**src/sv/sspq_pkg.sv**
```systemverilog
// types and constants for the stable sorted priority queue
// used by sspq_cell and stable_sorted_priority_queue_top; no dependencies

package sspq_pkg;

	localparam logic       KIND_ENQ = 1'b0;
	localparam logic       KIND_DEQ = 1'b1;

	localparam logic [1:0] ST_OK    = 2'd0;
	localparam logic [1:0] ST_EMPTY = 2'd1;
	localparam logic [1:0] ST_FULL  = 2'd2;

	localparam logic signed [31:0] EMPTY_MARK = -32'sd999;

	typedef struct packed {
		logic               kind;
		logic signed [31:0] item_value;
		logic signed [31:0] item_priority;
	} req_t;

	typedef struct packed {
		logic [1:0]         status;
		logic signed [31:0] taken_value;
		logic signed [31:0] head_value;
		logic               is_empty;
		logic [4:0]         entry_count;
	} rsp_t;

	typedef struct packed {
		logic signed [31:0] value;
		logic signed [31:0] prio;
	} entry_t;

	typedef struct packed {
		logic               enq;
		logic               deq;
		logic signed [31:0] value;
		logic signed [31:0] prio;
	} cell_cmd_t;

endpackage

```
**src/sv/sspq_cell.sv**
```systemverilog
// one slot of the sorted queue chain: holds an entry, compares against the new priority
// and shifts with its neighbors; depends on sspq_pkg

module sspq_cell #(
	parameter int IDX   = 0,
	parameter int OCC_W = 5
) (
	input  logic               clk,
	input  sspq_pkg::cell_cmd_t cmd,
	input  logic [OCC_W-1:0]   occ,
	input  logic               prev_ins,
	input  sspq_pkg::entry_t   left,
	input  sspq_pkg::entry_t   right,
	output logic               ins,
	output sspq_pkg::entry_t   entry
);
	import sspq_pkg::*;

	entry_t entry_q;
	logic   live;

	// new pair goes in front of this slot when the slot is empty or strictly lower
	assign live  = (OCC_W'(IDX) < occ);
	assign ins   = !live || (cmd.prio > entry_q.prio);
	assign entry = entry_q;

	always_ff @(posedge clk) begin
		if (cmd.enq && ins) begin
			if (prev_ins) begin
				entry_q <= left;
			end else begin
				entry_q.value <= cmd.value;
				entry_q.prio  <= cmd.prio;
			end
		end else if (cmd.deq) begin
			entry_q <= right;
		end
	end

endmodule

```
**src/sv/stable_sorted_priority_queue_top.sv**
```systemverilog
// stable sorted priority queue: a chain of DEPTH cells kept in descending priority order
// result: registered, valid in the cycle after the request transfer
// throughput: one request per cycle (cell compare and shift) unless an unread result stalls
// reset: arst_n clears the count and the result valid; slot contents stay undefined
// depends on sspq_pkg and sspq_cell

module stable_sorted_priority_queue_top #(
	parameter int DEPTH = 16
) (
	input  logic            clk,
	input  logic            arst_n,
	input  logic            req_valid,
	output logic            req_ready,
	input  sspq_pkg::req_t  req,
	output logic            rsp_valid,
	input  logic            rsp_ready,
	output sspq_pkg::rsp_t  rsp
);
	import sspq_pkg::*;

	localparam int OCC_W = $clog2(DEPTH + 1);

	logic [OCC_W-1:0] occ_q;
	logic [OCC_W-1:0] occ_next;
	logic             rsp_valid_q;
	rsp_t             rsp_q;
	rsp_t             rsp_next;

	logic             accept;
	logic             is_full;
	logic             enq_ok;
	logic             deq_ok;
	cell_cmd_t        cmd;

	logic   [DEPTH-1:0] ins;
	entry_t             ent   [DEPTH];
	entry_t             left  [DEPTH];
	entry_t             right [DEPTH];
	logic   [DEPTH-1:0] prev_ins;

	assign accept    = req_valid && req_ready;
	assign req_ready = !rsp_valid_q || rsp_ready;
	assign is_full   = (occ_q == OCC_W'(DEPTH));
	assign enq_ok    = accept && (req.kind == KIND_ENQ) && !is_full;
	assign deq_ok    = accept && (req.kind == KIND_DEQ) && (occ_q != '0);

	assign cmd.enq   = enq_ok;
	assign cmd.deq   = deq_ok;
	assign cmd.value = req.item_value;
	assign cmd.prio  = req.item_priority;

	for (genvar i = 0; i < DEPTH; i++) begin : g_cell
		if (i == 0) begin : g_first
			assign prev_ins[i] = 1'b0;
			assign left[i]     = '0;
		end else begin : g_mid
			assign prev_ins[i] = ins[i-1];
			assign left[i]     = ent[i-1];
		end
		if (i == DEPTH - 1) begin : g_last
			assign right[i] = '0;
		end else begin : g_inner
			assign right[i] = ent[i+1];
		end

		sspq_cell #(
			.IDX   (i),
			.OCC_W (OCC_W)
		) u_cell (
			.clk      (clk),
			.cmd      (cmd),
			.occ      (occ_q),
			.prev_ins (prev_ins[i]),
			.left     (left[i]),
			.right    (right[i]),
			.ins      (ins[i]),
			.entry    (ent[i])
		);
	end

	always_comb begin
		occ_next = occ_q;
		if (enq_ok) begin
			occ_next = occ_q + OCC_W'(1);
		end else if (deq_ok) begin
			occ_next = occ_q - OCC_W'(1);
		end

		rsp_next.status      = ST_OK;
		rsp_next.taken_value = '0;
		if (req.kind == KIND_DEQ) begin
			if (deq_ok) begin
				rsp_next.taken_value = ent[0].value;
			end else begin
				rsp_next.status      = ST_EMPTY;
				rsp_next.taken_value = EMPTY_MARK;
			end
		end else if (is_full) begin
			rsp_next.status = ST_FULL;
		end

		if (enq_ok) begin
			rsp_next.head_value = ins[0] ? req.item_value : ent[0].value;
		end else if (deq_ok) begin
			rsp_next.head_value = (occ_q > OCC_W'(1)) ? ent[1].value : EMPTY_MARK;
		end else begin
			rsp_next.head_value = (occ_q == '0) ? EMPTY_MARK : ent[0].value;
		end

		rsp_next.is_empty    = (occ_next == '0);
		rsp_next.entry_count = 5'(occ_next);
	end

	always_ff @(posedge clk or negedge arst_n) begin
		if (!arst_n) begin
			occ_q       <= '0;
			rsp_valid_q <= 1'b0;
		end else begin
			occ_q <= occ_next;
			if (accept) begin
				rsp_valid_q <= 1'b1;
			end else if (rsp_ready) begin
				rsp_valid_q <= 1'b0;
			end
		end
	end

	always_ff @(posedge clk) begin
		if (accept) begin
			rsp_q <= rsp_next;
		end
	end

	assign rsp_valid = rsp_valid_q;
	assign rsp       = rsp_q;

	a_occ_bound: assert property (@(posedge clk) disable iff (!arst_n)
		occ_q <= OCC_W'(DEPTH))
		else $error("occupancy above depth");

	a_occ_hold: assert property (@(posedge clk) disable iff (!arst_n)
		!accept |=> $stable(occ_q))
		else $error("occupancy changed without a transfer");

	a_full_drop: assert property (@(posedge clk) disable iff (!arst_n)
		accept && (req.kind == KIND_ENQ) && is_full |=> rsp_q.status == ST_FULL && $stable(occ_q))
		else $error("enqueue on full queue not dropped");

	a_empty_flag: assert property (@(posedge clk) disable iff (!arst_n)
		rsp_valid_q |-> (rsp_q.is_empty == (occ_q == '0)))
		else $error("empty flag disagrees with occupancy");

endmodule

```
**config.mk**
```make
export PLATFORM = sky130hd
export DESIGN_NAME = stable_sorted_priority_queue_top
export DESIGN_NICKNAME = d
export VERILOG_FILES = /design/src/sv/sspq_pkg.sv /design/src/sv/sspq_cell.sv /design/src/sv/stable_sorted_priority_queue_top.sv
export SDC_FILE = /design/constraint.sdc
export NUM_CORES = 2
export LEC_CHECK = 0
export BUFFER_PORTS_ARGS = -buffer_cell sky130_fd_sc_hd__buf_2
export CAP_MARGIN = 20
export CELL_PAD_IN_SITES_DETAIL_PLACEMENT = 0
export CELL_PAD_IN_SITES_GLOBAL_PLACEMENT = 1
export CORE_ASPECT_RATIO = 1.4
export CORE_UTILIZATION = 45
export DETAILED_ROUTE_END_ITERATION = 6
export PLACE_DENSITY_LB_ADDON = 0.1
export SLEW_MARGIN = 10
export SYNTH_ARGS = -nofsm -noshare
export SYNTH_HDL_FRONTEND = slang
export SYNTH_SLANG_ARGS = --single-unit
```
**constraint.sdc**
```tcl
create_clock -name clk -period 14.85 [get_ports clk]
set_input_delay 4.455 -clock clk [delete_from_list [all_inputs] [get_ports clk]]
set_output_delay 4.455 -clock clk [all_outputs]
set_load 0.01 [all_outputs]
```
# Word level (Yosys, flattened, before mapping)

Index checks and enable logic that the tools add are counted.

Input bits: 69
Output and inout port bits: 74
Logic and storage cells: 214
Flip-flop bits (word level): 1102

Bitwise logic cells: 1
Order comparisons: 33
Equality and inequality tests: 1
Add/sub/neg operators: 2
Multiplexer cells: 60
Reduce and logical (&&, ||, !) cells: 77

Operator list:

| kind                  | count |
|---|---|
| $mux W64              | 47 |
| $gt A32 B32 Y1        | 16 |
| $mux W32              | 6 |
| $lt A4 B5 Y1 const A  | 8 |
| $reduce_bool A2 Y1    | 17 |
| $logic_and A1 B1 Y1   | 21 |
| $lt A3 B5 Y1 const A  | 4 |
| $logic_not A1 Y1      | 18 |
| $logic_or A1 B1 Y1    | 17 |
| $logic_not A5 Y1      | 2 |
| $lt A1 B5 Y1 const A  | 2 |
| $lt A2 B5 Y1 const A  | 2 |
| $mux W5               | 2 |
| $add A5 B1 Y5 const B | 1 |
| $eq A5 B5 Y1 const B  | 1 |
| $gt A5 B1 Y1 const B  | 1 |
| $reduce_bool A5 Y1    | 1 |
| $sub A5 B1 Y5 const B | 1 |
| $mux W2               | 2 |
| $mux W1               | 3 |
| $reduce_and A2 Y1     | 1 |
| $not A1 Y1            | 1 |

# Logic depth before layout (Yosys ltp)

Depth in word-level cells: 8
Depth in mapped cells: 15
Depth with buffers taken out: 10

# Modules after synthesis

A second synthesis with hierarchy kept.

Cells, all modules: 5610
Area total of the unflattened synthesis: 76128.0 um2

By module, submodules not included:

| module                             | cells each | area an instance (um2) | times used | sequential area each (um2) |
|---|---|---|---|---|
| sspq_cell at g_cell[10].u_cell ... | 333        | 4511.8                 | 3          | 1921.8 |
| sspq_cell at g_cell[0].u_cell ...  | 333        | 4510.6                 | 3          | 1921.8 |
| sspq_cell at g_cell[14].u_cell ... | 332        | 4508.1                 | 3          | 1921.8 |
| sspq_cell at g_cell[13].u_cell ... | 332        | 4505.6                 | 2          | 1921.8 |
| sspq_cell at g_cell[11].u_cell ... | 332        | 4504.3                 | 2          | 1921.8 |
| sspq_cell at g_cell[8].u_cell      | 331        | 4596.9                 | 1          | 1921.8 |
| sspq_cell at g_cell[5].u_cell      | 332        | 4506.8                 | 1          | 1921.8 |
| sspq_cell at g_cell[7].u_cell      | 332        | 4503.1                 | 1          | 1921.8 |
| stable_sorted_priority_queue_top   | 293        | 3910.0                 | 1          | 2312.2 |

# Least setup slack after synthesis

No wires, ideal clock.

Path type: input -> register
Start: in req[0] (netlist name)
End: reg g_cell[13].u_cell.entry_q, in the netlist g_cell[13].u_cell.entry[0] (enable)
Required time: 14276 ps
Slack: 3283 ps
Stages: 12
Arrival: 10993 ps
Cell sequence: clkbuf_1 -> inv_1 -> ha_1 -> nand2b_1 -> a21oi_1 -> o21ai_1 -> a31o_2 -> clkbuf_1 -> a21oi_1 -> nor2_1 -> buf_4 -> o21ai_0

Longest elaborated chain between the ends: 4

Ends and longest elaborated chain:

| what                                | line                                   | source |
|---|---|---|
| start, declared                     | stable_sorted_priority_queue_top.sv:14 | `input sspq_pkg::req_t req,` |
| $gt A32 B32 Y1                      | sspq_cell.sv:24                        | `assign ins = !live \|\| (cmd.prio > entry_q.prio);` |
| $logic_or A1 B1 Y1                  | sspq_cell.sv:24                        |  |
| $logic_and A1 B1 Y1                 | sspq_cell.sv:28                        | `if (cmd.enq && ins) begin` |
| $reduce_bool A2 Y1 (no source line) | --                                     |  |
| end signal, assigned                | sspq_cell.sv:30                        | `entry_q <= left;` |
| end signal, assigned                | sspq_cell.sv:36                        | `entry_q <= right;` |
| end, declared                       | sspq_cell.sv:19                        | `entry_t entry_q;` |

No other way between the ends.
A chain may end at the register's enable or synchronous reset.

# Worst setup path in the final report

Start: in rsp_ready
End: out req_ready

Longest elaborated chain between the ends: 1

Ends and longest elaborated chain:

| what               | line                                   | source |
|---|---|---|
| start, declared    | stable_sorted_priority_queue_top.sv:16 | `input logic rsp_ready,` |
| $logic_or A1 B1 Y1 | stable_sorted_priority_queue_top.sv:42 | `assign req_ready = !rsp_valid_q \|\| rsp_ready;` |
| end, declared      | stable_sorted_priority_queue_top.sv:13 | `output logic req_ready,` |

No other way between the ends.

==> impl_summary.log <==
[metrics] outcome: completed
[metrics] post-CTS setup buffer count: 0
[metrics] category of the most critical setup path: in -> out
[metrics] most frequent cells in the layout: sky130_fd_sc_hd__edfxtp_1 (1096), sky130_fd_sc_hd__mux2i_1 (833), sky130_fd_sc_hd__a21oi_1 (788)
[metrics] net count of the finished layout: 7289
[metrics] number of buffers inserted during clock tree synthesis: 116
[metrics] DR iter-0 viols: 3865
[metrics] Max-slew headroom: 0.2231
[metrics] required time of the worst setup path: 10390 ps
[metrics] Die X-Extent: 330.8 um
[metrics] Critical Path Max Stage Delay: 150 ps
[metrics] clock net sink count: 1102
[metrics] worst-margin pin slew: 1165 ps
[metrics] Routed WL per cell: 25.80 um
[metrics] Levels on crit path: 3
[metrics] Post-Synthesis Cell Area: 68100 sq um
[metrics] post-placement cell count: 8541
[metrics] most used cell, CP: sky130_fd_sc_hd__buf_2
[metrics] layout overhead on the synthesized area: 8.942%
[metrics] CTS tree: yes
[metrics] power density normalized to cell area: 149.1 nW/um^2
[metrics] Hold Startpoint: g_cell[15].u_cell.entry[34]$_SDFFCE_PN0P_
[metrics] Setup Total Neg Slack: 0 ps
[metrics] highest ir drop seen on vdd: 0.1122 mV
[metrics] CP max-delay cell: sky130_fd_sc_hd__nand2b_1
[metrics] count of unique library cells instantiated by Yosys: 72
[metrics] worst setup slack for register-to-register paths: 9220 ps
[metrics] synthesized area per cell: 10.03 sq um
[metrics] min-delay worst type: reg -> reg
[metrics] hold_buf cts: 0
[metrics] worst reg2reg path depth: 11
[metrics] min Tclk post-route: 9301 ps
[metrics] all-layer global routing usage: 0.2935
[metrics] final number of hold-violating endpoints: 0
[metrics] clock tree root driver cell: sky130_fd_sc_hd__clkbuf_16
[metrics] total of cells resized after clock tree synthesis: 0
[metrics] ys async rst share: 0.005445
[metrics] number of placed I/O pins: 143
[metrics] GPL Wtd Cong: 0.9029
[metrics] delay-heaviest family, CP: buffers and inverters
[metrics] placement row count: 168
[metrics] Clock H-tree levels: 3
[metrics] met1 track utilization from global routing: 0.3331
[metrics] largest driver fanout on the critical path: 3
[metrics] largest net degree at the start of global routing: 99
[metrics] number of flops mapped to enable cells by yosys: 1096
[metrics] filler cell count: 14110
[metrics] number of standard cells in the final layout excluding fillers: 8753
[metrics] Post-Syn Nets: 7373
[metrics] LEAKAGE: 0.03145 uW
[metrics] met2 Use GR: 0.5391
[metrics] routed vias/inst: 5.906
[metrics] count of yosys warnings during synthesis: 0
[metrics] worst skew pair latency: 780 ps
[metrics] Final Max Tran Viols: 0
[metrics] count of input and output buffers: 142
[metrics] GRT Max-Usage Layer: met2
[metrics] achievable clock frequency: 0.1075 GHz
[metrics] via count of the first global-routing pass: 51810
[metrics] number of antenna violations at the first check in global routing: 7
[metrics] Post-Route Hold Slack: 509.0 ps
[metrics] Congestion Overflow GR: 0
[metrics] Maximum Capacitance Violations: 0
[metrics] detailed-route via count: 51700
[metrics] most instantiated flip-flop cell in the synthesis netlist: sky130_fd_sc_hd__edfxtp_1
[metrics] detailed-route DRC error count: 0
[metrics] estimated wirelength of the detail-placed design: 156.4 mm
[metrics] Final setup violation count: 0
[metrics] die boundary height: 462.3 um
[metrics] Clock Pin Slew Worst Setup and Hold Paths: 70 ps
[metrics] share of final-layout standard cells stronger than drive strength 1: 0.07107
[metrics] crit share post-route: 0.6263
[metrics] Worst EP arrival: 4850 ps
[metrics] share of synthesized area occupied by flip-flops and latches: 0.4855
[metrics] unrepaired setup endpoints after global routing: false
[metrics] GR Layer Usage met3: 0.02722
[metrics] crit path launch type: input pin
[metrics] Std-Cell Core Area: 149900 sq um
[metrics] Fin Clk Skew: 54.30 ps
[metrics] final wirelength: 225.8 mm
[metrics] Worst Setup End Kind: output pin
[metrics] flip-flop and latch count after synthesis: 1102
[metrics] Max clock buf depth: 3
[metrics] Pre-antenna DRT Iters: 6
[metrics] cell count after synthesis: 6789
[metrics] number of cells on the worst hold path: 2
[metrics] crit-path cells: buf_2 -> nand2b_1 -> buf_2
[metrics] buffers and inverters on the worst path: 2
[metrics] Initial Util: 0.4544
[metrics] startpoint of the lowest-slack register-to-register path: g_cell[13].u_cell.entry[15]$_DFFE_PP_
[metrics] Post-DRT Antenna Nets: 0
[metrics] share of the core filled with cells: 0.4950
[metrics] global-route wire length before repair: 333.7 mm
[metrics] Die ar.: 152900 sq um
[metrics] total power consumption of the routed design: 11060 uW
[metrics] leading cell type in the layout, fill and taps excluded: sky130_fd_sc_hd__edfxtp_1
[metrics] Worst Setup SP: rsp_ready
==> per-stage QoR <==
stage	instance area (sq um)	worst slack, ps
final	74190	5549
after global routing	74190	5401
after CTS	74160	5549
after detailed placement	70570	4768
after global placement	70560	4771
after floorplan	68100	3283
==> area by class of cell <==
class,instances,area (sq um),share of cell area
flip-flops and latches,1102,33060,0.4457
clock buffers,144,3029,0.04083
clock inverters,65,566.8,0.007640
multi-input cells,4673,31390,0.4231
repair buffers,264,1634,0.02203
well taps,1955,2446,0.03297
inverters,548,2058,0.02774
diodes,2,5.005,0.00006746
==> per-layer routing <==
metal  vias up  wire (um)  share of wire
met5         -          0              0
met3       437       9516          0.042
met1     25580      85260           0.38
li1      24220          -              -
met2      1459     118100           0.52
met4         0      12920          0.057
==> sequential cells by signal, summed over array words and instances, names as in the netlist <==
signal	count
occ_q	5
rsp	72
rsp_valid	1
g_cell.u_cell.entry	1024
==> logic make-up after synthesis <==
logic type	Yosys count	synth area share
mux	835	0.1228
fa+ha+maj	515	0.09462
flops	1102	0.4855
buf+inv	1014	0.06017
simple gates	1626	0.1003
xor+xnor	3	0.0003859
compound gates	1694	0.1363
==> final timing paths <==
| kind | to |
|---|---|
| worst min register to register | g_cell[14].u_cell.entry[34]$_DFFE_PP_ |
| worst max register to register | g_cell[13].u_cell.entry[43]$_DFFE_PP_ |
| worst min-delay path | g_cell[14].u_cell.entry[34]$_DFFE_PP_ |
| worst max-delay path | req_ready |
| min in group asynchronous | occ_q[4]$_DFF_PN0_ |
| max in group asynchronous | rsp_valid$_DFFE_PN0P_ |
==> synthesized netlist by cell type (19+ instances only) <==
cell / n / area share
sky130_fd_sc_hd__edfxtp_1: 1096 / 0.48
sky130_fd_sc_hd__mux2i_1: 833 / 0.12
sky130_fd_sc_hd__a21oi_1: 792 / 0.058
sky130_fd_sc_hd__nand2_1: 666 / 0.037
sky130_fd_sc_hd__nor2_1: 653 / 0.036
sky130_fd_sc_hd__o21ai_0: 568 / 0.042
sky130_fd_sc_hd__inv_1: 548 / 0.030
sky130_fd_sc_hd__ha_1: 515 / 0.095
sky130_fd_sc_hd__clkbuf_1: 298 / 0.016
sky130_fd_sc_hd__buf_2: 111 / 0.0082
sky130_fd_sc_hd__nand4_1: 99 / 0.0091
sky130_fd_sc_hd__nand3_1: 75 / 0.0055
sky130_fd_sc_hd__a21o_1: 52 / 0.0057
sky130_fd_sc_hd__o21ai_1: 47 / 0.0035
sky130_fd_sc_hd__o21a_1: 40 / 0.0044
sky130_fd_sc_hd__a221oi_1: 38 / 0.0049
sky130_fd_sc_hd__o22ai_1: 30 / 0.0028
sky130_fd_sc_hd__buf_4: 26 / 0.0029
sky130_fd_sc_hd__buf_1: 22 / 0.0012
sky130_fd_sc_hd__nor2b_1: 22 / 0.0020
sky130_fd_sc_hd__a211oi_1: 20 / 0.0022
sky130_fd_sc_hd__nand2b_1: 19 / 0.0017
==> worst min-delay path: cells and delay by family, from the launching register on <==
kind	cells	cell delay (ps)
AOI/OAI and AO/OA	1	60
DFF	1	330
and+or+nand+nor	1	40
==> where the power goes <==
part	switching (uW)	leakage [uW]	internal [uW]	total (uW)
clock	1330	0.00175	1560	2900
sequential	333	0.0104	4130	4460
combinational	2410	0.0193	1290	3700
total	4070	0.0315	6990	11100
(Power assumes the default switching activity.)
